[config.mk]
export PLATFORM = sky130hd
export DESIGN_NAME = multi_record_fault_report_assembler_top
export DESIGN_NICKNAME = d
export VERILOG_FILES = /design/src/rtl/mrfra_pkg.sv /design/src/rtl/multi_record_fault_report_assembler_top.sv /design/src/rtl/mrfra_core.sv /design/src/rtl/mrfra_outreg.sv
export SDC_FILE = /design/constraint.sdc
export NUM_CORES = 1
export LEC_CHECK = 0
export ABC_AREA = 0
export BUFFER_PORTS_ARGS = -buffer_cell sky130_fd_sc_hd__buf_2
export CORE_MARGIN = 5
export CORE_UTILIZATION = 40
export DETAILED_ROUTE_END_ITERATION = 8
export SLEW_MARGIN = 20
export SYNTH_ARGS = -nofsm -noshare
export SYNTH_HDL_FRONTEND = slang
export SYNTH_SLANG_ARGS = --single-unit
[constraint.sdc]
create_clock -name clk -period 4.2 [get_ports clk]
set_input_delay 0.42 -clock clk [delete_from_list [all_inputs] [get_ports clk]]
set_output_delay 0.42 -clock clk [all_outputs]
set_load 0.05 [all_outputs]
[src/rtl/mrfra_pkg.sv]
`default_nettype none

package mrfra_pkg;

    localparam int unsigned RECORDS   = 5;
    localparam int unsigned VALUE_W   = 24;
    localparam int unsigned IN_TDATA_W  = 40;
    localparam int unsigned OUT_TDATA_W = 112;

    // Configuration register indexes.
    localparam logic [1:0] CFG_FAULT_CODE     = 2'd0;
    localparam logic [1:0] CFG_START_WORD     = 2'd1;
    localparam logic [1:0] CFG_TAG_BASE       = 2'd2;
    localparam logic [1:0] CFG_FORMAT_VERSION = 2'd3;

    typedef enum logic [2:0] {
        ST_NOT_DIAG    = 3'd0,
        ST_STARTED     = 3'd1,
        ST_MALFORMED   = 3'd2,
        ST_IN_PROGRESS = 3'd3,
        ST_COMPLETE    = 3'd4
    } status_t;

    typedef struct packed {
        logic [7:0]  fault_code;
        logic [31:0] start_word;
        logic [7:0]  tag_base;
        logic [7:0]  format_version;
    } cfg_t;

    typedef struct packed {
        logic signed [VALUE_W-1:0] right_goal;
        logic signed [VALUE_W-1:0] left_goal;
        logic signed [VALUE_W-1:0] right_advance;
        logic signed [VALUE_W-1:0] left_advance;
        logic [1:0]                motion_profile;
        logic [1:0]                motion_mode;
        logic [2:0]                operation;
        status_t                   status;
    } report_t;

endpackage

`default_nettype wire

[src/rtl/multi_record_fault_report_assembler_top.sv]
`default_nettype none

// Channel   Direction  Word contents (lowest bit up)
// s_axis    in         error_code[7:0], detail[31:0]
// m_axis    out        status, operation, motion_mode, motion_profile,
//                      left_advance, right_advance, left_goal, right_goal
// cfg       in         cfg_index selects fault_code, start_word, tag_base, format_version
//
// One word per cycle is sustained while m_axis is ready; a result word is offered on m_axis
// from the result register once its input word has moved on from the input register.
// All report assembly is one compare-and-update pass between those two registers.
// Reset clears the assembler store, the valid flags and the configuration to its defaults.
// A stall on m_axis holds the result; s_tready drops only when both registers are full.

module multi_record_fault_report_assembler_top
    import mrfra_pkg::*;
(
    input  wire logic                   clk,
    input  wire logic                   rst_n,
    input  wire logic                   s_tvalid,
    output logic                        s_tready,
    input  wire logic [IN_TDATA_W-1:0]  s_tdata,   // error_code[7:0], detail[39:8]
    output logic                        m_tvalid,
    input  wire logic                   m_tready,
    output logic [OUT_TDATA_W-1:0]      m_tdata,   // status, operation, motion_mode,
                                                   // motion_profile, left_advance,
                                                   // right_advance, left_goal,
                                                   // right_goal, zero fill
    input  wire logic                   cfg_we,
    input  wire logic [1:0]             cfg_index,
    input  wire logic [31:0]            cfg_wdata
);

    cfg_t        cfg_reg;
    logic        in_valid_reg;
    logic [7:0]  code_reg;
    logic [31:0] detail_reg;
    logic        advance;
    logic        out_valid;
    report_t     result;
    report_t     held;

    always_ff @(posedge clk or negedge rst_n)
    begin
        if (!rst_n)
        begin
            cfg_reg.fault_code     <= 8'd0;
            cfg_reg.start_word     <= 32'd0;
            cfg_reg.tag_base       <= 8'd1;
            cfg_reg.format_version <= 8'd1;
        end
        else if (cfg_we)
        begin
            case (cfg_index)
                CFG_FAULT_CODE:     cfg_reg.fault_code     <= cfg_wdata[7:0];
                CFG_START_WORD:     cfg_reg.start_word     <= cfg_wdata;
                CFG_TAG_BASE:       cfg_reg.tag_base       <= cfg_wdata[7:0];
                CFG_FORMAT_VERSION: cfg_reg.format_version <= cfg_wdata[7:0];
                default:            cfg_reg <= cfg_reg;
            endcase
        end
    end

    // The input register moves on whenever the result register is free or being drained.
    assign advance  = in_valid_reg && (!out_valid || m_tready);
    assign s_tready = !in_valid_reg || advance;

    always_ff @(posedge clk or negedge rst_n)
    begin
        if (!rst_n)
        begin
            in_valid_reg <= 1'b0;
        end
        else if (s_tready)
        begin
            in_valid_reg <= s_tvalid;
        end
    end

    always_ff @(posedge clk)
    begin
        if (s_tvalid && s_tready)
        begin
            code_reg   <= s_tdata[7:0];
            detail_reg <= s_tdata[39:8];
        end
    end

    mrfra_core u_core (
        .clk        (clk),
        .rst_n      (rst_n),
        .step       (advance),
        .error_code (code_reg),
        .detail     (detail_reg),
        .cfg        (cfg_reg),
        .result     (result)
    );

    mrfra_outreg u_outreg (
        .clk    (clk),
        .rst_n  (rst_n),
        .load   (advance),
        .result (result),
        .take   (m_tready),
        .valid  (out_valid),
        .held   (held)
    );

    assign m_tvalid = out_valid;
    assign m_tdata  = {6'd0, held.right_goal, held.left_goal, held.right_advance,
                       held.left_advance, held.motion_profile, held.motion_mode,
                       held.operation, 3'(held.status)};

endmodule

`default_nettype wire

[src/rtl/mrfra_core.sv]
`default_nettype none

module mrfra_core
    import mrfra_pkg::*;
(
    input  wire logic        clk,
    input  wire logic        rst_n,
    input  wire logic        step,
    input  wire logic [7:0]  error_code,
    input  wire logic [31:0] detail,
    input  wire cfg_t        cfg,
    output report_t          result
);

    logic                armed_reg, armed_next;
    logic [2:0]          pos_reg, pos_next;
    logic [2:0]          op_reg, op_next;
    logic [1:0]          mode_reg, mode_next;
    logic [1:0]          prof_reg, prof_next;
    logic [VALUE_W-1:0]  vals_reg [4];
    logic [VALUE_W-1:0]  vals_next [4];

    logic [8:0] tag9;
    logic [8:0] base9;
    logic [7:0] ver;
    logic [7:0] op_f;
    logic [3:0] mode_f;
    logic [3:0] prof_f;
    logic       ctx_ok;
    logic [1:0] slot;

    assign tag9   = {1'b0, detail[31:24]};
    assign base9  = {1'b0, cfg.tag_base};
    assign ver    = detail[23:16];
    assign op_f   = detail[15:8];
    assign mode_f = detail[7:4];
    assign prof_f = detail[3:0];
    assign slot   = 2'(pos_reg - 3'd1);
    assign ctx_ok = (ver == cfg.format_version) && (op_f >= 8'd1) && (op_f <= 8'd4)
                    && (mode_f >= 4'd1) && (mode_f <= 4'd3) && (prof_f <= 4'd2);

    always_comb
    begin
        result     = '0;
        result.status = ST_NOT_DIAG;
        armed_next = armed_reg;
        pos_next   = pos_reg;
        op_next    = op_reg;
        mode_next  = mode_reg;
        prof_next  = prof_reg;
        for (int i = 0; i < 4; i++)
        begin
            vals_next[i] = vals_reg[i];
        end

        if (error_code != cfg.fault_code)
        begin
            result.status = ST_NOT_DIAG;
        end
        else if (detail == cfg.start_word)
        begin
            result.status = ST_STARTED;
        end
        else if (tag9 < base9 || tag9 > base9 + 9'd4)
        begin
            result.status = ST_NOT_DIAG;
        end
        else if (!armed_reg || pos_reg >= 3'(RECORDS) || tag9 != base9 + {6'd0, pos_reg})
        begin
            result.status = ST_MALFORMED;
        end
        else if (pos_reg == 3'd0)
        begin
            if (ctx_ok)
            begin
                result.status = ST_IN_PROGRESS;
            end
            else
            begin
                result.status = ST_MALFORMED;
            end
        end
        else if (pos_reg == 3'(RECORDS - 1))
        begin
            result.status         = ST_COMPLETE;
            result.operation      = op_reg;
            result.motion_mode    = mode_reg;
            result.motion_profile = prof_reg;
            result.left_advance   = vals_reg[0];
            result.right_advance  = vals_reg[1];
            result.left_goal      = vals_reg[2];
            result.right_goal     = detail[VALUE_W-1:0];
        end
        else
        begin
            result.status = ST_IN_PROGRESS;
        end

        // Every outcome except a report still in progress clears the store.
        if (result.status == ST_IN_PROGRESS)
        begin
            armed_next = 1'b1;
            pos_next   = pos_reg + 3'd1;
            if (pos_reg == 3'd0)
            begin
                op_next   = op_f[2:0];
                mode_next = mode_f[1:0];
                prof_next = prof_f[1:0];
            end
            else
            begin
                vals_next[slot] = detail[VALUE_W-1:0];
            end
        end
        else
        begin
            armed_next = (result.status == ST_STARTED);
            pos_next   = '0;
            op_next    = '0;
            mode_next  = '0;
            prof_next  = '0;
            for (int i = 0; i < 4; i++)
            begin
                vals_next[i] = '0;
            end
        end
    end

    always_ff @(posedge clk or negedge rst_n)
    begin
        if (!rst_n)
        begin
            armed_reg <= 1'b0;
            pos_reg   <= '0;
            op_reg    <= '0;
            mode_reg  <= '0;
            prof_reg  <= '0;
            for (int i = 0; i < 4; i++)
            begin
                vals_reg[i] <= '0;
            end
        end
        else if (step)
        begin
            armed_reg <= armed_next;
            pos_reg   <= pos_next;
            op_reg    <= op_next;
            mode_reg  <= mode_next;
            prof_reg  <= prof_next;
            for (int i = 0; i < 4; i++)
            begin
                vals_reg[i] <= vals_next[i];
            end
        end
    end

`ifndef SYNTHESIS
    // The position only advances while armed, and never past the last value record.
    a_pos_range: assert property (@(posedge clk) disable iff (!rst_n)
        pos_reg <= 3'(RECORDS - 1))
        else $error("record position out of range");

    a_pos_needs_arm: assert property (@(posedge clk) disable iff (!rst_n)
        pos_reg != 3'd0 |-> armed_reg)
        else $error("record position set while not armed");

    a_complete_clears: assert property (@(posedge clk) disable iff (!rst_n)
        step && result.status == ST_COMPLETE |=> !armed_reg && pos_reg == 3'd0)
        else $error("store not cleared after a complete report");

    a_start_arms: assert property (@(posedge clk) disable iff (!rst_n)
        step && result.status == ST_STARTED |=> armed_reg && pos_reg == 3'd0)
        else $error("start word did not arm the assembler");
`endif

endmodule

`default_nettype wire

[src/rtl/mrfra_outreg.sv]
`default_nettype none

module mrfra_outreg
    import mrfra_pkg::*;
(
    input  wire logic    clk,
    input  wire logic    rst_n,
    input  wire logic    load,
    input  wire report_t result,
    input  wire logic    take,
    output logic         valid,
    output report_t      held
);

    logic    valid_reg, valid_next;
    report_t held_reg;

    always_comb
    begin
        if (load)
        begin
            valid_next = 1'b1;
        end
        else if (take)
        begin
            valid_next = 1'b0;
        end
        else
        begin
            valid_next = valid_reg;
        end
    end

    always_ff @(posedge clk or negedge rst_n)
    begin
        if (!rst_n)
        begin
            valid_reg <= 1'b0;
        end
        else
        begin
            valid_reg <= valid_next;
        end
    end

    always_ff @(posedge clk)
    begin
        if (load)
        begin
            held_reg <= result;
        end
    end

    assign valid = valid_reg;
    assign held  = held_reg;

`ifndef SYNTHESIS
    a_zero_fields: assert property (@(posedge clk) disable iff (!rst_n)
        valid_reg && held_reg.status != ST_COMPLETE |->
            held_reg.operation == '0 && held_reg.motion_mode == '0 &&
            held_reg.motion_profile == '0 && held_reg.left_advance == '0 &&
            held_reg.right_advance == '0 && held_reg.left_goal == '0 &&
            held_reg.right_goal == '0)
        else $error("report fields set on an incomplete report");
`endif

endmodule

`default_nettype wire

* Word level (Yosys, flattened, before mapping)
Cells that the tools add are included.
** Word-level totals
- Register bits :: 311
- Bits of input ports :: 79
- Output and inout port bits :: 114
- Word-level logic and storage cells :: 101
** Cells by class
- Add/subtract/negate cells :: 4
- $lt $le $gt $ge :: 10
- Equal/unequal tests :: 12
- Mux-type cells :: 22
- Bitwise operators :: 2
- Reductions and logical operators :: 26
** Operators with widths (number)
- 96-bit 2-to-1 mux :: 2
- 96-bit bitwise mux :: 1
- 24-bit demux with 2-bit select :: 1
- 32-bit == test :: 1
- 3-bit 2-to-1 mux :: 9
- 24-bit 2-to-1 mux :: 1
- 2-bit AND reduction :: 6
- 8-bit by 3-bit adder with 9-bit output :: 1
- 8-bit by 3-bit adder with 9-bit output (second input constant) :: 1
- 8-bit by 9-bit greater-than comparator with 1-bit output :: 1
- 8-bit by 9-bit inequality test with 1-bit output :: 1
- 8-bit == test :: 1
- 8-bit by 1-bit greater-or-equal comparator with 1-bit output (second input constant) :: 1
- 4-bit by 2-bit <= comparator with 1-bit output (second input constant) :: 2
- 8-bit by 3-bit <= comparator with 1-bit output (second input constant) :: 1
- 1-bit logical AND :: 8
- 8-bit < comparator :: 1
- 2-bit 2-to-1 mux :: 4
- 8-bit inequality test :: 1
- 3-bit greater-or-equal comparator (second input constant) :: 2
- 6-bit OR reduction :: 1
- 1-bit logical OR :: 5
- 2-bit == test (second input constant) :: 2
- 4-bit by 1-bit greater-or-equal comparator with 1-bit output (second input constant) :: 1
- 16 further kinds :: 21

* Logic depth before layout (Yosys ltp)
- Depth after elaboration :: 15
- Depth in mapped cells :: 14
- Gate-level depth less buffers :: 11

* Hierarchy
From an unflattened synthesis, not the netlist that was laid out.
** Unflattened totals
- Cells, all modules :: 876
- Area, all modules :: 12041.5 um^2
** Modules (own cells, without submodules)
- mrfra_core :: instances 1, cells an instance 595, area an instance 5405.2 um^2, seq. area each 2077.0 um^2
- multi_record_fault_report_assembler_top :: instances 1, cells an instance 172, area an instance 3417.0 um^2, seq. area each 2630.0 um^2
- mrfra_outreg :: instances 1, cells an instance 109, area an instance 3219.3 um^2, seq. area each 3208.1 um^2

* Worst setup path before layout
Ideal clock, no wire load.
- Path kind :: reg-to-reg
- Start point :: register u_outreg.valid_reg, in the netlist u_outreg.valid
- End point :: register u_core.vals_reg[57] in the netlist's numbering
- Setup time :: 66 ps
- Data arrival time :: 4001 ps
- Required time :: 4134 ps
- Setup slack :: 133 ps
- Stages on the path, launching flop included :: 8
- Buffers on the path :: 1
- Clock period less this slack :: 4067 ps
- Path through :: dfrtp_1 nand2b_1 nand2_1 inv_1 nand2_1 nor4_2 buf_2 a22o_1
** Between the ends
- Longest elaborated chain between the ends :: 4
** Ends and longest elaborated chain
- start, declared :: line mrfra_outreg.sv:15 : logic valid_reg, valid_next;
- start signal, assigned :: line mrfra_outreg.sv:42 : valid_reg <= valid_next;
- 1-bit zero test :: line multi_record_fault_report_assembler_top.sv:65 : assign advance = in_valid_reg && (!out_valid || m_tready);
- 1-bit logical OR :: line multi_record_fault_report_assembler_top.sv:65
- 1-bit logical AND :: line multi_record_fault_report_assembler_top.sv:65
- named net advance :: line multi_record_fault_report_assembler_top.sv:38 : logic advance;
- 2-bit AND reduction (no source line)
- end signal, assigned by index :: line mrfra_core.sv:152 : vals_reg[i] <= vals_next[i];
- end, declared :: line mrfra_core.sv:20 : logic [VALUE_W-1:0] vals_reg [4];
The timed path passes the listed nets, and every way through them passes these cells.
A chain may end at the register's enable or synchronous reset.

* Worst setup path in the final report
- Start point :: register cfg_reg[10] in the netlist's numbering
- End point :: register u_core.vals_reg[75] in the netlist's numbering
** Between the ends
- Longest elaborated chain between the ends :: 10
- Elaborated cells on any way between the ends :: 15
- Classes of those cells :: add/sub (2); order compare (2); eq/ne (3); mux (5); reduce/logical (3)
** Ends and longest elaborated chain
- start, declared :: line multi_record_fault_report_assembler_top.sv:34 : cfg_t cfg_reg;
- start signal, assigned :: line multi_record_fault_report_assembler_top.sv:59 : default: cfg_reg <= cfg_reg;
- branches (longest 4 deep; another with 8-bit by 3-bit adder with 9-bit output)
- 3-bit 2-to-1 mux (*) :: line mrfra_core.sv:64 : else if (tag9 < base9 || tag9 > base9 + 9'd4)
- 3-bit 2-to-1 mux (*) :: line mrfra_core.sv:60 : else if (detail == cfg.start_word)
- 3-bit 2-to-1 mux (*) :: line mrfra_core.sv:56 : if (error_code != cfg.fault_code)
- 3-bit by 2-bit == test with 1-bit output (*) :: line mrfra_core.sv:100 : if (result.status == ST_IN_PROGRESS)
- 2-bit inequality test (no source line)
- 2-bit AND reduction (no source line)
Every way passes the cells marked *.

==> reports/metrics.csv <==
stage;metric;value;unit
run_status;status;complete, no violations;
grt;grt_pass1_wl;44.6;mm
floorplan;die_y;184;um
pwr;internal_power;0.00506;W
clock_network;clock_latency;0.55;ns
floorplan;die_w;184;um
layout;fin_area;14500;um^2
pwr;p_comb_frac;0.125;
worst_setup_path;cpPeakStageDelay;0.56;ns
timing;fmax;0.284;GHz
layout;syn2layout_area_growth;19.6;%
synth;ys.flop_type;edfxtp_1;
timing;worst_pin_slew;0.994;ns
clock_network;postCtsSetupRepairBufs;0;
worst_setup_path;crit-reg2reg-launch;cfg_reg[10];
placement;dp_hpwl;19.9;mm
worst_setup_path;worstPathCellList;ha_1, and3_1, xnor2_1, ha_1, a21oi_1, o21ai_0, a221o_1, a221o_2, nor3b_4, a31o_2, a22o_1;
timing;finClkSkew;0.0102;ns
clock_network;cts_tree;done;
timing;drv_slew;0;
clock_network;clk_pin_slew;0.06;ns
timing;fin_setup_tns;0;ns
worst_setup_path;endpoint_kind;flip-flop;
floorplan;floorplan.die_area;33800;um^2
floorplan;initial_core_util;0.407;
placement;placed_cells;1392;
synth;synth-edff-count;146;
placement;place_congestion;0.871;
grt;grt_usage;0.170;
worst_setup_path;startpoint_type;flip-flop;
pwr;vdd_drop_max;0.000328;V
pwr;power_switching;0.00180;W
synth;ys_seq_area_frac;0.655;
synth;synthArstFlopShare;0.491;
timing;hold_viol;0;
floorplan;core_area;29700;um^2
hold_path;worstHoldPathCells;1;
hold_path;min-delay-start;s_tdata[8];
detailed_routing;route.detailed.drc;0;
timing;final-setup-viol-count;0;
pwr;p_seq_frac;0.488;
worst_setup_path;crit_type;reg2reg;
hold_path;min_path_type;in2reg;
synth;yosysTopAreaCellShare;0.363;
placement;port_buffers;186;
synth;synth_area;12100;um^2
synth;synth.distinct_cells;57;
floorplan;rows;63;
clock_network;cts_inserted_buffers;30;
clock_network;htreeDepth;1;
worst_setup_path;worstPathMaxFanout;24;
grt;grt_pass1_vias;7427;
timing;fin_crit;3.52;ns
layout;final_nets;1138;
clock_network;cts.path.max_buffers;3;
pwr;swShare;0.262;
clock_network;clockRootBuffer;clkbuf_16;
grt;antenna_found_initial;1;
timing;hold_slack;0.0348;ns
detailed_routing;firstDrtPassIters;5;
detailed_routing;vias;7296;
synth;ys_warn_count;0;
detailed_routing;drt-initial-drc-count;447;
synth;synthCells;846;
worst_setup_path;cp_data_arrival_time;4.01;ns
timing;fin_crit_sh;0.839;
detailed_routing;drtAntennaViolNets;0;
synth;yosysTopAreaCell;edfxtp_1;
timing;rsz0062_at_grt;false;
layout;instances_no_fill;1449;
synth;syn_avg_cell_area;14.3;um^2
pwr;power.density;474;nW/um^2
pwr;clkPwrFrac;0.387;
synth;synth_top_cells_by_count;edfxtp_1 (146), dfrtp_1 (139), and2_1 (96);
grt;grt_overflow;0;
worst_setup_path;crit_start;cfg_reg[10];
clock_network;clkSinkCount;287;
layout;num_antenna_cells;0;
flow_run;drv_cap;0;
placement;placed_area;13400;um^2
detailed_routing;wl_per_cell;20.1;um
clock_network;cts.repair.resized;0;
timing;slew_headroom;0.337;
worst_setup_path;cpMostUsedCell;ha_1;
pwr;leakage;6.19;nW
worst_setup_path;reg2reg_depth;11;
synth;yosysMostFrequentCell;edfxtp_1;
layout;largest_register_ffs;106;
worst_setup_path;crit_slowest_cell;a31o_2;
synth;ys_top_cells_by_area;edfxtp_1 (36%), dfrtp_1 (29%), mux2_2 (5.3%), and2_1 (5.0%), a22o_1 (4.0%);
layout;layout-drive-gt1-share;0.304;
grt;grt_max_degree;94;
floorplan;io_pins;193;
clock_network;hold_buffers;1;
detailed_routing;wirelength;29.2;mm
detailed_routing;via_per_inst;5.04;
worst_setup_path;cp.required;4.69;ns
synth;ys_ff_latch;287;
-- power groups by stage --
stage	logic, W	registers, W	clock network [W]
6_report	0.000855	0.00335	0.00265
5_1_grt	0.000930	0.00337	0.00282
4_1_cts	0.000869	0.00335	0.00272
3_5_place_dp	0.000864	0.00341	0
3_3_place_gp	0.000854	0.00340	0
2_1_floorplan	0.000433	0.00355	0
-- per-layer routing --
layer / vias up / track usage / share of wire
met2: 208 / 0.270 / 0.47
met5: - / 0 / 0
met1: 3589 / 0.243 / 0.44
li1: 3450 / - / -
met4: 0 / 0.0485 / 0.028
met3: 49 / 0.0295 / 0.056
-- worst paths after layout --
check                                            to  slack [ns]
max in group asynchronous       u_core.vals_reg[80]        2.76
worst max register to register  u_core.vals_reg[75]        0.68
worst min-delay path                  detail_reg[0]        0.03
worst min register to register  u_core.vals_reg[30]        0.49
min in group asynchronous               cfg_reg[52]        0.50
worst max-delay path            u_core.vals_reg[75]        0.68
-- worst max-delay path: cells and delay by family (launching register included) --
kind	cells	cell delay (ns)
AO/OA/AOI/OAI	6	1.81
XOR/XNOR	1	0.13
adder cells (fa/ha/maj)	2	0.57
flip-flops	1	0.46
AND/OR/NAND/NOR	2	0.49
-- layout by cell type, fill, tap and decap left out, types with 6 or more instances in the layout --
master	count
a21oi_1	6
mux2i_1	12
inv_1	25
mux2_2	57
clkbuf_16	32
nand2_1	32
dfrtp_1	139
buf_2	185
xnor2_1	50
buf_4	11
nand2b_1	12
o21ai_0	11
and2_1	95
nor3_1	12
ha_1	23
conb_1	6
o2bb2ai_1	6
nand3_1	9
edfxtp_1	146
a22o_1	55
nor4_1	7
nand4_1	24
clkinv_2	8
a21o_1	8
xor2_1	11
-- per-stage QoR --
stage	utilization	power [W]	worst slack (ns)
global placement	0.452	0.00426	0.772
finish	0.486	0.00686	0.677
detailed placement	0.452	0.00427	0.705
floorplan	-	0.00398	0.133
CTS	0.486	0.00694	0.682
global route	0.486	0.00712	0.490
-- logic make-up (layout without fill, tap and decap cells) --
group	count (synthesis)	in the layout	share of synthesized area
XOR/XNOR	61	61	0.0442
buffers and inverters	74	282	0.0276
flip-flops	287	287	0.655
AO/OA/AOI/OAI	113	113	0.0735
AND/OR/NAND/NOR	217	217	0.111
other	1	6	0.000310
multiplexers	69	69	0.0630
adder cells (fa/ha/maj)	24	24	0.0255
-- final cells by class --
cell class                 instances  area [um^2]
fill                            2655        15300
multi-input combinational        490         3870
timing repair buffer             200         1070
tap                              390          488
sequential                       287         7920
clock inverter                    16          140
clock buffer                      40          871
inverter                          26          100
No activity file was read; power rests on OpenSTA's default activity.
